**src/hw/rtl/tol_pkg.sv**
```systemverilog
// ----------------------------------------------------------------------------
// tol_pkg
// shared widths, codes, control struct and fixed-point helpers for the
// third-order lowpass
// ----------------------------------------------------------------------------
package tol_pkg;

    localparam int unsigned SAMPLE_W   = 24;
    localparam int unsigned COEF_W     = 32;
    localparam int unsigned COEF_FRAC  = COEF_W - 3;
    localparam int unsigned V_FRAC     = 8;
    localparam int unsigned S_FRAC     = 16;
    localparam int unsigned V_W        = SAMPLE_W + V_FRAC;
    localparam int unsigned S_W        = 48;
    localparam int unsigned MUL_W      = 33;
    localparam int unsigned PROD_W     = 64;
    localparam int unsigned WIDE_W     = 66;
    localparam int unsigned CFG_IDX_W  = 3;
    localparam int unsigned CFG_DATA_W = 31;

    localparam int unsigned FIRST_B_W  = 30;
    localparam int unsigned FIRST_A1_W = 31;
    localparam int unsigned BI_B0_W    = 28;
    localparam int unsigned BI_A1_W    = 31;
    localparam int unsigned BI_A2_W    = 30;

    typedef enum logic [CFG_IDX_W-1:0] {
        REG_FIRST_B  = 3'd0,
        REG_FIRST_A1 = 3'd1,
        REG_BI_B0    = 3'd2,
        REG_BI_A1    = 3'd3,
        REG_BI_A2    = 3'd4,
        REG_BYPASS   = 3'd5
    } reg_index_t;

    typedef enum logic {
        OP_FILTER = 1'b0,
        OP_CLEAR  = 1'b1
    } opcode_t;

    // one bit per sequencer step, decoded from the state register
    typedef struct packed {
        logic idle;
        logic mb;
        logic ma;
        logic v;
        logic bv;
        logic y;
        logic m1;
        logic m2;
        logic s2;
        logic done;
    } step_t;

    // round half up, then arithmetic shift right by sh (sh >= 1)
    function automatic logic signed [WIDE_W-1:0] rnd_shr(
        input logic signed [WIDE_W-1:0] v,
        input int unsigned              sh
    );
        logic signed [WIDE_W-1:0] half;
        half = $signed({{(WIDE_W-1){1'b0}}, 1'b1}) <<< (sh - 1);
        return (v + half) >>> sh;
    endfunction

    // clamp to a signed range of w bits
    function automatic logic signed [WIDE_W-1:0] sat_to(
        input logic signed [WIDE_W-1:0] v,
        input int unsigned              w
    );
        logic signed [WIDE_W-1:0] one;
        logic signed [WIDE_W-1:0] hi;
        logic signed [WIDE_W-1:0] lo;
        one = $signed({{(WIDE_W-1){1'b0}}, 1'b1});
        hi  = (one <<< (w - 1)) - one;
        lo  = -hi - one;
        if (v > hi)
        begin
            return hi;
        end
        if (v < lo)
        begin
            return lo;
        end
        return v;
    endfunction

endpackage

```
**src/hw/rtl/tol_in_if.sv**
```systemverilog
// ----------------------------------------------------------------------------
// tol_in_if
// input item channel: opcode and sample with valid/ready
// ----------------------------------------------------------------------------
interface tol_in_if
    import tol_pkg::*;
();
    logic                       valid;
    logic                       ready;
    logic                       opcode;
    logic signed [SAMPLE_W-1:0] sample_in;

    modport source (output valid, output opcode, output sample_in, input ready);
    modport sink   (input valid, input opcode, input sample_in, output ready);
endinterface

```
**src/hw/rtl/tol_out_if.sv**
```systemverilog
// ----------------------------------------------------------------------------
// tol_out_if
// result item channel: filtered sample with valid/ready
// ----------------------------------------------------------------------------
interface tol_out_if
    import tol_pkg::*;
();
    logic                       valid;
    logic                       ready;
    logic signed [SAMPLE_W-1:0] sample_out;

    modport source (output valid, output sample_out, input ready);
    modport sink   (input valid, input sample_out, output ready);
endinterface

```
**src/hw/rtl/tol_mul.sv**
```systemverilog
// ----------------------------------------------------------------------------
// tol_mul
// shared signed multiplier with a registered product
// ----------------------------------------------------------------------------
module tol_mul
    import tol_pkg::*;
(
    input  logic                     clk,
    input  logic signed [MUL_W-1:0]  op_a,
    input  logic signed [MUL_W-1:0]  op_b,
    output logic signed [PROD_W-1:0] prod
);

    logic signed [2*MUL_W-1:0] full;
    logic signed [PROD_W-1:0]  prod_reg;

    // every product of the filter fits in the low bits
    assign full = op_a * op_b;

    always_ff @(posedge clk)
    begin
        prod_reg <= full[PROD_W-1:0];
    end

    assign prod = prod_reg;

endmodule

```
**src/hw/rtl/tol_ctrl.sv**
```systemverilog
// ----------------------------------------------------------------------------
// tol_ctrl
// sequencer that steps the shared multiplier through one sample
// ----------------------------------------------------------------------------
module tol_ctrl
    import tol_pkg::*;
(
    input  logic  clk,
    input  logic  rst_n,
    input  logic  go_filter,
    input  logic  go_bypass,
    input  logic  out_free,
    output step_t step
);

    typedef enum logic [9:0] {
        ST_IDLE = 10'b00_0000_0001,
        ST_MB   = 10'b00_0000_0010,
        ST_MA   = 10'b00_0000_0100,
        ST_V    = 10'b00_0000_1000,
        ST_BV   = 10'b00_0001_0000,
        ST_Y    = 10'b00_0010_0000,
        ST_M1   = 10'b00_0100_0000,
        ST_M2   = 10'b00_1000_0000,
        ST_S2   = 10'b01_0000_0000,
        ST_DONE = 10'b10_0000_0000
    } state_t;

    state_t state_reg;
    state_t state_next;

    always_comb
    begin
        state_next = state_reg;
        case (state_reg)
            ST_IDLE:
            begin
                if (go_filter)
                begin
                    state_next = ST_MB;
                end
                else if (go_bypass)
                begin
                    state_next = ST_DONE;
                end
            end
            ST_MB:   state_next = ST_MA;
            ST_MA:   state_next = ST_V;
            ST_V:    state_next = ST_BV;
            ST_BV:   state_next = ST_Y;
            ST_Y:    state_next = ST_M1;
            ST_M1:   state_next = ST_M2;
            ST_M2:   state_next = ST_S2;
            ST_S2:   state_next = ST_DONE;
            ST_DONE:
            begin
                if (out_free)
                begin
                    state_next = ST_IDLE;
                end
            end
            default: state_next = ST_IDLE;
        endcase
    end

    always_ff @(posedge clk or negedge rst_n)
    begin
        if (!rst_n)
        begin
            state_reg <= ST_IDLE;
        end
        else
        begin
            state_reg <= state_next;
        end
    end

    assign step.idle = (state_reg == ST_IDLE);
    assign step.mb   = (state_reg == ST_MB);
    assign step.ma   = (state_reg == ST_MA);
    assign step.v    = (state_reg == ST_V);
    assign step.bv   = (state_reg == ST_BV);
    assign step.y    = (state_reg == ST_Y);
    assign step.m1   = (state_reg == ST_M1);
    assign step.m2   = (state_reg == ST_M2);
    assign step.s2   = (state_reg == ST_S2);
    assign step.done = (state_reg == ST_DONE);

endmodule

```
**src/hw/rtl/third_order_lowpass_iir.sv**
```systemverilog
// ----------------------------------------------------------------------------
// third_order_lowpass_iir
// third-order lowpass: first-order section then transposed direct form ii
// biquad, q3.29 coefficients, signed 24-bit samples, saturated output
// ----------------------------------------------------------------------------
// A filtered sample occupies the block from acceptance through the 8
// sequencer steps (MB, MA, V, BV, Y, M1, M2, S2) and the DONE hand-off into
// the output register, and no new sample is accepted until it is through.
// One shared 33x33 multiplier forms the five products of the filter one at a
// time, each registered before use. A sample in bypass goes straight from
// acceptance to the DONE hand-off into the output register, and it leaves the
// filter state untouched; a clear item zeroes the state and gives no result.
// The input is ready only while the sequencer is idle; the output register
// holds a finished result until it is taken, and the next result waits in the
// sequencer if it is still full. Coefficients reset to zero, with bypass set;
// the user must write them through the register port only while the block is
// idle, which the block itself does not enforce.
module third_order_lowpass_iir
    import tol_pkg::*;
(
    input  logic                  clk,
    input  logic                  rst_n,
    tol_in_if.sink                feed,
    tol_out_if.source             result,
    input  logic                  write_en,
    input  logic [CFG_IDX_W-1:0]  reg_index,
    input  logic [CFG_DATA_W-1:0] write_data
);

    // configuration registers
    logic        [FIRST_B_W-1:0]  first_b_reg;
    logic signed [FIRST_A1_W-1:0] first_a1_reg;
    logic        [BI_B0_W-1:0]    bi_b0_reg;
    logic signed [BI_A1_W-1:0]    bi_a1_reg;
    logic        [BI_A2_W-1:0]    bi_a2_reg;
    logic                         bypass_reg;

    // filter state
    logic signed [SAMPLE_W-1:0]   prev_in_reg;
    logic signed [V_W-1:0]        pfo_reg;
    logic signed [S_W-1:0]        s1_reg;
    logic signed [S_W-1:0]        s2_reg;

    // working registers
    logic signed [SAMPLE_W-1:0]   x_reg;
    logic signed [PROD_W-1:0]     acc_reg;
    logic signed [V_W-1:0]        v_reg;
    logic signed [PROD_W-1:0]     bv_reg;
    logic signed [V_W-1:0]        y8_reg;
    logic signed [SAMPLE_W-1:0]   res_reg;
    logic signed [SAMPLE_W-1:0]   out_reg;
    logic                         out_valid_reg;
    logic                         out_valid_next;

    step_t                        step;
    logic                         accept;
    logic                         go_filter;
    logic                         go_bypass;
    logic                         out_free;
    logic                         out_load;

    logic signed [MUL_W-1:0]      op_a;
    logic signed [MUL_W-1:0]      op_b;
    logic signed [PROD_W-1:0]     prod;

    logic signed [SAMPLE_W:0]     in_sum;
    logic signed [WIDE_W-1:0]     v_diff;
    logic signed [WIDE_W-1:0]     v_full;
    logic signed [WIDE_W-1:0]     bi_acc;
    logic signed [WIDE_W-1:0]     y8_full;
    logic signed [WIDE_W-1:0]     res_full;
    logic signed [WIDE_W-1:0]     s1_diff;
    logic signed [WIDE_W-1:0]     s1_full;
    logic signed [WIDE_W-1:0]     s2_diff;
    logic signed [WIDE_W-1:0]     s2_full;

    // handshake and sequencing
    assign feed.ready = step.idle;
    assign accept     = feed.valid && step.idle;
    assign go_filter  = accept && (feed.opcode == OP_FILTER) && !bypass_reg;
    assign go_bypass  = accept && (feed.opcode == OP_FILTER) && bypass_reg;
    assign out_free   = !out_valid_reg || result.ready;
    assign out_load   = step.done && out_free;

    tol_ctrl u_ctrl (
        .clk       (clk),
        .rst_n     (rst_n),
        .go_filter (go_filter),
        .go_bypass (go_bypass),
        .out_free  (out_free),
        .step      (step)
    );

    // operand selection for the shared multiplier
    assign in_sum = (SAMPLE_W+1)'(x_reg) + (SAMPLE_W+1)'(prev_in_reg);

    always_comb
    begin
        op_a = '0;
        op_b = '0;
        if (step.mb)
        begin
            op_a = $signed({{(MUL_W-FIRST_B_W){1'b0}}, first_b_reg});
            op_b = MUL_W'(in_sum);
        end
        else if (step.ma)
        begin
            op_a = MUL_W'(first_a1_reg);
            op_b = MUL_W'(pfo_reg);
        end
        else if (step.bv)
        begin
            op_a = $signed({{(MUL_W-BI_B0_W){1'b0}}, bi_b0_reg});
            op_b = MUL_W'(v_reg);
        end
        else if (step.m1)
        begin
            op_a = MUL_W'(bi_a1_reg);
            op_b = MUL_W'(y8_reg);
        end
        else if (step.m2)
        begin
            op_a = $signed({{(MUL_W-BI_A2_W){1'b0}}, bi_a2_reg});
            op_b = MUL_W'(y8_reg);
        end
    end

    tol_mul u_mul (
        .clk  (clk),
        .op_a (op_a),
        .op_b (op_b),
        .prod (prod)
    );

    // first-order output: (b*(x+prev)*2^8 - a1*prev_out) / 2^29, rounded
    assign v_diff   = WIDE_W'(acc_reg) - WIDE_W'(prod);
    assign v_full   = sat_to(rnd_shr(v_diff, COEF_FRAC), V_W);

    // biquad accumulator with 16 fraction bits
    assign bi_acc   = rnd_shr(WIDE_W'(prod), COEF_FRAC - V_FRAC) + WIDE_W'(s1_reg);
    assign y8_full  = sat_to(rnd_shr(bi_acc, S_FRAC - V_FRAC), V_W);
    assign res_full = sat_to(rnd_shr(bi_acc, S_FRAC), SAMPLE_W);

    // state updates, old s2 feeds the new s1
    assign s1_diff  = (WIDE_W'(bv_reg) <<< 1) - WIDE_W'(prod);
    assign s1_full  = sat_to(rnd_shr(s1_diff, COEF_FRAC - V_FRAC) + WIDE_W'(s2_reg), S_W);
    assign s2_diff  = WIDE_W'(bv_reg) - WIDE_W'(prod);
    assign s2_full  = sat_to(rnd_shr(s2_diff, COEF_FRAC - V_FRAC), S_W);

    // working registers, no reset needed
    always_ff @(posedge clk)
    begin
        if (accept)
        begin
            x_reg <= feed.sample_in;
        end
        if (go_bypass)
        begin
            res_reg <= feed.sample_in;
        end
        if (step.ma)
        begin
            acc_reg <= prod <<< V_FRAC;
        end
        if (step.v)
        begin
            v_reg <= v_full[V_W-1:0];
        end
        if (step.y)
        begin
            bv_reg  <= prod;
            y8_reg  <= y8_full[V_W-1:0];
            res_reg <= res_full[SAMPLE_W-1:0];
        end
        if (out_load)
        begin
            out_reg <= res_reg;
        end
    end

    // filter state: cleared by reset and by a clear item
    always_ff @(posedge clk or negedge rst_n)
    begin
        if (!rst_n)
        begin
            prev_in_reg <= '0;
            pfo_reg     <= '0;
            s1_reg      <= '0;
            s2_reg      <= '0;
        end
        else if (accept && (feed.opcode == OP_CLEAR))
        begin
            prev_in_reg <= '0;
            pfo_reg     <= '0;
            s1_reg      <= '0;
            s2_reg      <= '0;
        end
        else
        begin
            if (step.v)
            begin
                prev_in_reg <= x_reg;
                pfo_reg     <= v_full[V_W-1:0];
            end
            if (step.m2)
            begin
                s1_reg <= s1_full[S_W-1:0];
            end
            if (step.s2)
            begin
                s2_reg <= s2_full[S_W-1:0];
            end
        end
    end

    // output register
    always_comb
    begin
        out_valid_next = out_valid_reg;
        if (out_load)
        begin
            out_valid_next = 1'b1;
        end
        else if (result.ready)
        begin
            out_valid_next = 1'b0;
        end
    end

    always_ff @(posedge clk or negedge rst_n)
    begin
        if (!rst_n)
        begin
            out_valid_reg <= 1'b0;
        end
        else
        begin
            out_valid_reg <= out_valid_next;
        end
    end

    assign result.valid      = out_valid_reg;
    assign result.sample_out = out_reg;

    // configuration writes
    always_ff @(posedge clk or negedge rst_n)
    begin
        if (!rst_n)
        begin
            first_b_reg  <= '0;
            first_a1_reg <= '0;
            bi_b0_reg    <= '0;
            bi_a1_reg    <= '0;
            bi_a2_reg    <= '0;
            bypass_reg   <= 1'b1;
        end
        else if (write_en)
        begin
            case (reg_index_t'(reg_index))
                REG_FIRST_B:  first_b_reg  <= write_data[FIRST_B_W-1:0];
                REG_FIRST_A1: first_a1_reg <= $signed(write_data[FIRST_A1_W-1:0]);
                REG_BI_B0:    bi_b0_reg    <= write_data[BI_B0_W-1:0];
                REG_BI_A1:    bi_a1_reg    <= $signed(write_data[BI_A1_W-1:0]);
                REG_BI_A2:    bi_a2_reg    <= write_data[BI_A2_W-1:0];
                REG_BYPASS:   bypass_reg   <= write_data[0];
                default:      ;
            endcase
        end
    end

    // a sample item keeps the block busy for at least the next cycle
    a_busy_after_sample: assert property (@(posedge clk) disable iff (!rst_n)
        (accept && (feed.opcode == OP_FILTER)) |=> !feed.ready)
        else $error("input ready right after a sample item");

    // a clear item leaves all filter state at zero
    a_clear_zeroes: assert property (@(posedge clk) disable iff (!rst_n)
        (accept && (feed.opcode == OP_CLEAR)) |=>
        (prev_in_reg == '0) && (pfo_reg == '0) && (s1_reg == '0) && (s2_reg == '0))
        else $error("filter state not cleared");

    // a bypassed sample leaves the filter state untouched
    a_bypass_keeps_state: assert property (@(posedge clk) disable iff (!rst_n)
        go_bypass |=> ($stable(prev_in_reg) && $stable(pfo_reg) &&
        $stable(s1_reg) && $stable(s2_reg)))
        else $error("bypass changed the filter state");

endmodule

```
**src/flat_wrapper.sv**
```systemverilog
// flat-port wrapper written by rule: the top's interface ports become plain ports
module third_order_lowpass_iir_flat import tol_pkg::*;
  (clk, rst_n, write_en, reg_index, write_data, feed_valid, feed_opcode, feed_sample_in, feed_ready, result_valid, result_sample_out, result_ready);
  tol_in_if feed_i ();
  tol_out_if result_i ();
  input  logic clk;
  input  logic rst_n;
  input  logic write_en;
  input  logic [CFG_IDX_W-1:0] reg_index;
  input  logic [CFG_DATA_W-1:0] write_data;
  input wire logic [$bits(feed_i.valid)-1:0] feed_valid;
  input wire logic [$bits(feed_i.opcode)-1:0] feed_opcode;
  input wire logic [$bits(feed_i.sample_in)-1:0] feed_sample_in;
  output wire logic [$bits(feed_i.ready)-1:0] feed_ready;
  output wire logic [$bits(result_i.valid)-1:0] result_valid;
  output wire logic [$bits(result_i.sample_out)-1:0] result_sample_out;
  input wire logic [$bits(result_i.ready)-1:0] result_ready;
  assign feed_i.valid = feed_valid;
  assign feed_i.opcode = feed_opcode;
  assign feed_i.sample_in = feed_sample_in;
  assign feed_ready = feed_i.ready;
  assign result_valid = result_i.valid;
  assign result_sample_out = result_i.sample_out;
  assign result_i.ready = result_ready;
  third_order_lowpass_iir u_core (.clk(clk), .rst_n(rst_n), .feed(feed_i), .result(result_i), .write_en(write_en), .reg_index(reg_index), .write_data(write_data));
endmodule
```
**config.mk**
```make
export PLATFORM = sky130hd
export DESIGN_NAME = third_order_lowpass_iir_flat
export DESIGN_NICKNAME = d
export VERILOG_FILES = /design/src/hw/rtl/tol_pkg.sv /design/src/hw/rtl/tol_in_if.sv /design/src/hw/rtl/tol_out_if.sv /design/src/hw/rtl/tol_mul.sv /design/src/hw/rtl/tol_ctrl.sv /design/src/hw/rtl/third_order_lowpass_iir.sv /design/src/flat_wrapper.sv
export SDC_FILE = /design/constraint.sdc
export NUM_CORES = 2
export LEC_CHECK = 0
export ABC_AREA = 0
export CAP_MARGIN = 25
export CORE_MARGIN = 2
export CORE_UTILIZATION = 65
export DETAILED_ROUTE_END_ITERATION = 8
export DONT_BUFFER_PORTS = 1
export PLACE_DENSITY = 0.92
export SETUP_SLACK_MARGIN = 0.5
export SYNTH_ARGS = -nofsm -noshare
export SYNTH_HDL_FRONTEND = slang
export SYNTH_HIERARCHICAL = 1
export SYNTH_SLANG_ARGS = --single-unit
export TNS_END_PERCENT = 30
```
**constraint.sdc**
```tcl
create_clock -name clk -period 42.4 [get_ports clk]
set_clock_uncertainty 0.2 [all_clocks]
set_input_delay 2.12 -clock clk [delete_from_list [all_inputs] [get_ports clk]]
set_output_delay 2.12 -clock clk [all_outputs]
set_load 0.02 [all_outputs]
```
Yosys cells after proc, flatten, opt, wreduce, memory -nomap -nowiden. Index checks and enable logic that the tools add are counted.

Register bits after elaboration: 634. Bits in latches: 0. Bits in writable memories: 0. ROM bits: 0. Bits of input ports: 64. Memories kept: 0.

$add $sub $neg: 12. $mul: 1. Divide/modulo/power cells: 0. Magnitude comparators: 10. Equal/unequal tests: 17. Shift-type cells: 0. Multiplexer cells: 61. Bitwise logic cells: 1. Reduce and logical (&&, ||, !) cells: 22.

Operators with widths (count): two-way mux 48 bit (12); two-way mux 32 bit (10); two-way mux 33 bit (9); two-way mux 24 bit (8); subtractor 64 x 64 -> 65 bit (2); case mux 10 bit (10 select lines) (1); adder 65 x 22 -> 66 bit (second input constant) (1); adder 65 x 30 -> 66 bit (second input constant) (1); adder 66 x 22 -> 66 bit (second input constant) (1); subtractor 65 x 64 -> 66 bit (1); adder 64 x 22 -> 65 bit (second input constant) (1); multiplier 33 x 33 -> 64 bit (1); > comparator 58 x 32 -> 1 bit (second input constant) (1); less-than comparator 58 x 32 -> 1 bit (second input constant) (1); adder 49 x 17 -> 50 bit (second input constant) (1); adder 49 x 9 -> 50 bit (second input constant) (1); > comparator 50 x 24 -> 1 bit (second input constant) (1); less-than comparator 50 x 24 -> 1 bit (second input constant) (1); adder 44 x 48 -> 49 bit (1); adder 45 x 48 -> 49 bit (1); > comparator 49 x 48 -> 1 bit (second input constant) (1); less-than comparator 49 x 48 -> 1 bit (second input constant) (1); > comparator 45 x 48 -> 1 bit (second input constant) (1); less-than comparator 45 x 48 -> 1 bit (second input constant) (1); 28 further kinds (64).

Logic depth before layout (Yosys ltp).
Word-level depth: 10. Mapped depth: 45.

By module. The synthesis kept the hierarchy.

By module, submodules not included: tol_mul (times used 1, cells an instance 4191, area an instance 39517.9 um^2, seq. area each 1281.2 um^2); third_order_lowpass_iir (times used 1, cells an instance 3871, area an instance 39317.7 um^2, seq. area each 15220.8 um^2); tol_ctrl (times used 1, cells an instance 65, area an instance 655.6 um^2, seq. area each 251.5 um^2).

Least setup slack after synthesis. Ideal clock, no wire load.

Kind: reg-to-reg. Start: register u_core.u_ctrl.state_reg[5]. End: register u_core.u_mul.prod_reg[62], in the netlist u_core/u_mul/prod[62]. Library setup time: 0.118 ns. Arrival time: 15.315 ns. Required time: 42.082 ns. Slack: 26.767 ns. Stages on the path, launching flop included: 34. Path buffers: 5. Cells stage by stage: dfrtp_1 > nor3_1 > nand2_1 > nor4_1 > clkbuf_1 > clkbuf_1 > clkbuf_1 > a21oi_1 > nor2_1 > clkbuf_1 > and2_1 > fa_1 > fa_1 > fa_1 > inv_1 > fa_1 > inv_1 > fa_1 > fa_1 > fa_1 > inv_1 > fa_1 > inv_1 > ha_1 > clkbuf_1 > a21oi_1 > o21ai_0 > a211oi_1 > a21oi_1 > a221oi_2 > nor2_1 > nand3b_1 > a31o_1 > xor2_1.

RTL lines: start, declared (RTL line tol_ctrl.sv:29) `state_t state_reg;`; start signal, assigned (RTL line tol_ctrl.sv:74) `state_reg <= state_next;`; end signal, assigned (RTL line tol_mul.sv:22) `prod_reg <= full[PROD_W-1:0];`; end, declared (RTL line tol_mul.sv:15) `logic signed [PROD_W-1:0] prod_reg;`.

==> qor.csv <==
metric,value,unit
status,"finished, final reports clean",
ys.flop_type,dfrtp_1,
avgRoutedWirePerCell,24.7,µm
port_buffers,0,
grt_pass1_vias,67300,
period_needed,12.34,ns
synthCells,8127,
ios,90,
crit_required,42.74,ns
relSlewSlack,5.29,%
final_hold_viol_count,0,
root_buffer,clkbuf_16,
ys_async_sr_fraction,49.3,%
slew_violations,0,
clkSinkCount,631,
ys_ff_latch,631,
start_kind,register,
yosysSeqAreaShare,21.1,%
start_util,65.4,%
first_pass_iters,9,
crit_path_frequent_cell,fa_1,
synth.distinct_cells,118,
cts_max_path_buffers,3,
final_nets,9828,
cts_tree,yes,
syn_nets,10000,
ctsResizeCount,0,
place_inst,9489,
vias,62600,
fmax,81.0,MHz
drv_cap,0,
cp_slowest_stage_delay,0.95,ns
fin_area,83600,µm²
finalWirelength,238,mm
crit_path_max_fanout,98,
drcViolationCount,0,
critPathKind,reg -> reg,
setup_viol,0,
grt_max_degree,312,
finalWeightedCongestion,0.998,
syn2layout_area_growth,5.20,%
drtIter0Drc,7285,
syn_area,79500,µm²
cts_buffers,67,
grt.total_usage,38.2,%
die_y,354,µm
grt_pass1_wl,372,mm
postCtsSetupBuffers,0,
place_area,81300,µm²
fill_cells,8232,
p_leak,40.6,nW
final_antenna_net_count,0,
end_kind,register,
insertion_delay,0.65,ns
ir_drop,39.0,µV
die_area,125000,µm²
fin_cells,9622,
hold_buffers,0,
final.period_utilization,29.1,%
synth_edf_count,256,
final_core_util,68.8,%
gr-total-overflow,0,
tightest_slew,1.42,ns
hp-class,reg -> reg,
viasPerCell,6.50,
antenna_found_initial,8,
htree_levels,3,
power_density,20.2,nW/µm²
crit_arrival,12.68,ns
clk_pin_slew,0.06,ns
die_w,354,µm
rsz0062_at_grt,no,
drive_above_1_share,6.72,%
finalSetupTns,0,ns
hpwlAfterDp,174,mm
crit_slowest_cell,fa_1,
syn_avg_cell_area,9.78,µm²
rows,128,
core,122000,µm²
synth_warnings,6,
power,1.69,mW
## stage by stage
step	setup slack [ns]	hold WS, ns
2_1_floorplan	26.77	0.200
3_3_place_gp	30.78	0.202
3_5_place_dp	30.38	0.205
4_1_cts	30.22	0.202
5_1_grt	29.50	0.225
6_report	30.06	0.207
## layout by cell type (no fill, tap or decap), types with 83 or more instances in the layout
master,Yosys,layout
inv_1,1233,1233
fa_1,1127,1127
nand2_1,741,741
ha_1,700,700
and2_1,577,577
a21oi_1,347,343
nor2_1,341,336
dfrtp_1,309,309
edfxtp_1,256,256
xnor2_1,242,242
o21ai_0,232,187
mux2_2,153,153
a21o_1,135,135
xor2_1,134,134
buf_4,0,99
nand3_1,96,96
nor3_1,85,83
## cell families after synthesis
logic type | Yosys count | share of synthesized area (%)
AOI/OAI and AO/OA | 1260 | 10.5
xor gates and xnor gates | 376 | 4.14
and+or+nand+nor | 2212 | 14.1
adders and majority gates | 1842 | 39.6
buffers and inverters | 1598 | 7.64
muxes | 208 | 2.87
DFF | 631 | 21.1
## routing by layer
layer  share of wire (%)  up-vias  track usage (%)  wire [µm]
li1                    -    26200                -          -
met1                  35    30800             46.6      82300
met2                  45     4348             59.8     107000
met3                  13     1270             11.6      30500
met4                 7.3       12             23.6      17300
met5               0.031        -                0         74
## cell usage after synthesis, types with 60 or more instances
| library cell | instances | share of area, % |
|---|---|---|
| xor2_1 | 134 | 1.5 |
| edfxtp_1 | 256 | 9.7 |
| nand2_1 | 741 | 3.5 |
| mux2_2 | 153 | 2.2 |
| clkbuf_1 | 309 | 1.5 |
| dfrtp_1 | 309 | 9.7 |
| a21o_1 | 135 | 1.3 |
| a22oi_1 | 60 | 0.57 |
| nor3_1 | 85 | 0.54 |
| nor2_1 | 341 | 1.6 |
| nor2b_1 | 76 | 0.60 |
| fa_1 | 1127 | 28 |
| inv_1 | 1233 | 5.8 |
| and2_1 | 577 | 4.5 |
| ha_1 | 700 | 11 |
| xnor2_1 | 242 | 2.7 |
| a21oi_1 | 347 | 2.2 |
| dfxtp_1 | 64 | 1.6 |
| o21ai_0 | 232 | 1.5 |
| nand3_1 | 96 | 0.60 |
## path summary, 6_finish.rpt
check                      cells after the start                          end  slack [ns]                       start
min reg2reg                                    0  u_core/result.sample_out[2]        0.21           u_core/res_reg[2]
max                                           35        u_core/u_mul/prod[61]       30.06  u_core/u_ctrl/state_reg[5]
min                                            0  u_core/result.sample_out[2]        0.21           u_core/res_reg[2]
max reg2reg                                   35        u_core/u_mul/prod[61]       30.06  u_core/u_ctrl/state_reg[5]
max in group asynchronous                      0           u_core/pfo_reg[18]       39.88                       rst_n
min in group asynchronous                      0            u_core/s1_reg[44]        1.02                       rst_n
## worst max-delay path: cells and delay by family, from the launching register on
family,cells,cell delay [ns]
compound gates,5,1.00
fa+ha+maj,9,5.23
buf+inv,8,2.19
flops,1,0.50
simple gates,13,3.02
## report_power, final
| part | internal [mW] | switching (mW) | total [mW] |
|---|---|---|---|
| combinational | 0.124 | 0.230 | 0.355 |
| sequential | 0.689 | 0.0349 | 0.723 |
| clock | 0.340 | 0.270 | 0.610 |
## area by class of cell
| type | instances | area, µm² | area share (%) |
|---|---|---|---|
| clock inverters | 30 | 313 | 0.374 |
| repair buffers | 105 | 848 | 1.01 |
| flip-flops and latches | 631 | 16800 | 20.0 |
| multi-input cells | 5898 | 57100 | 68.3 |
| clock buffers | 94 | 1950 | 2.33 |
| inverters | 1234 | 4630 | 5.54 |
| well taps | 1625 | 2030 | 2.43 |
| diodes | 5 | 12.5 | 0.0150 |
(Power assumes the default switching activity.)
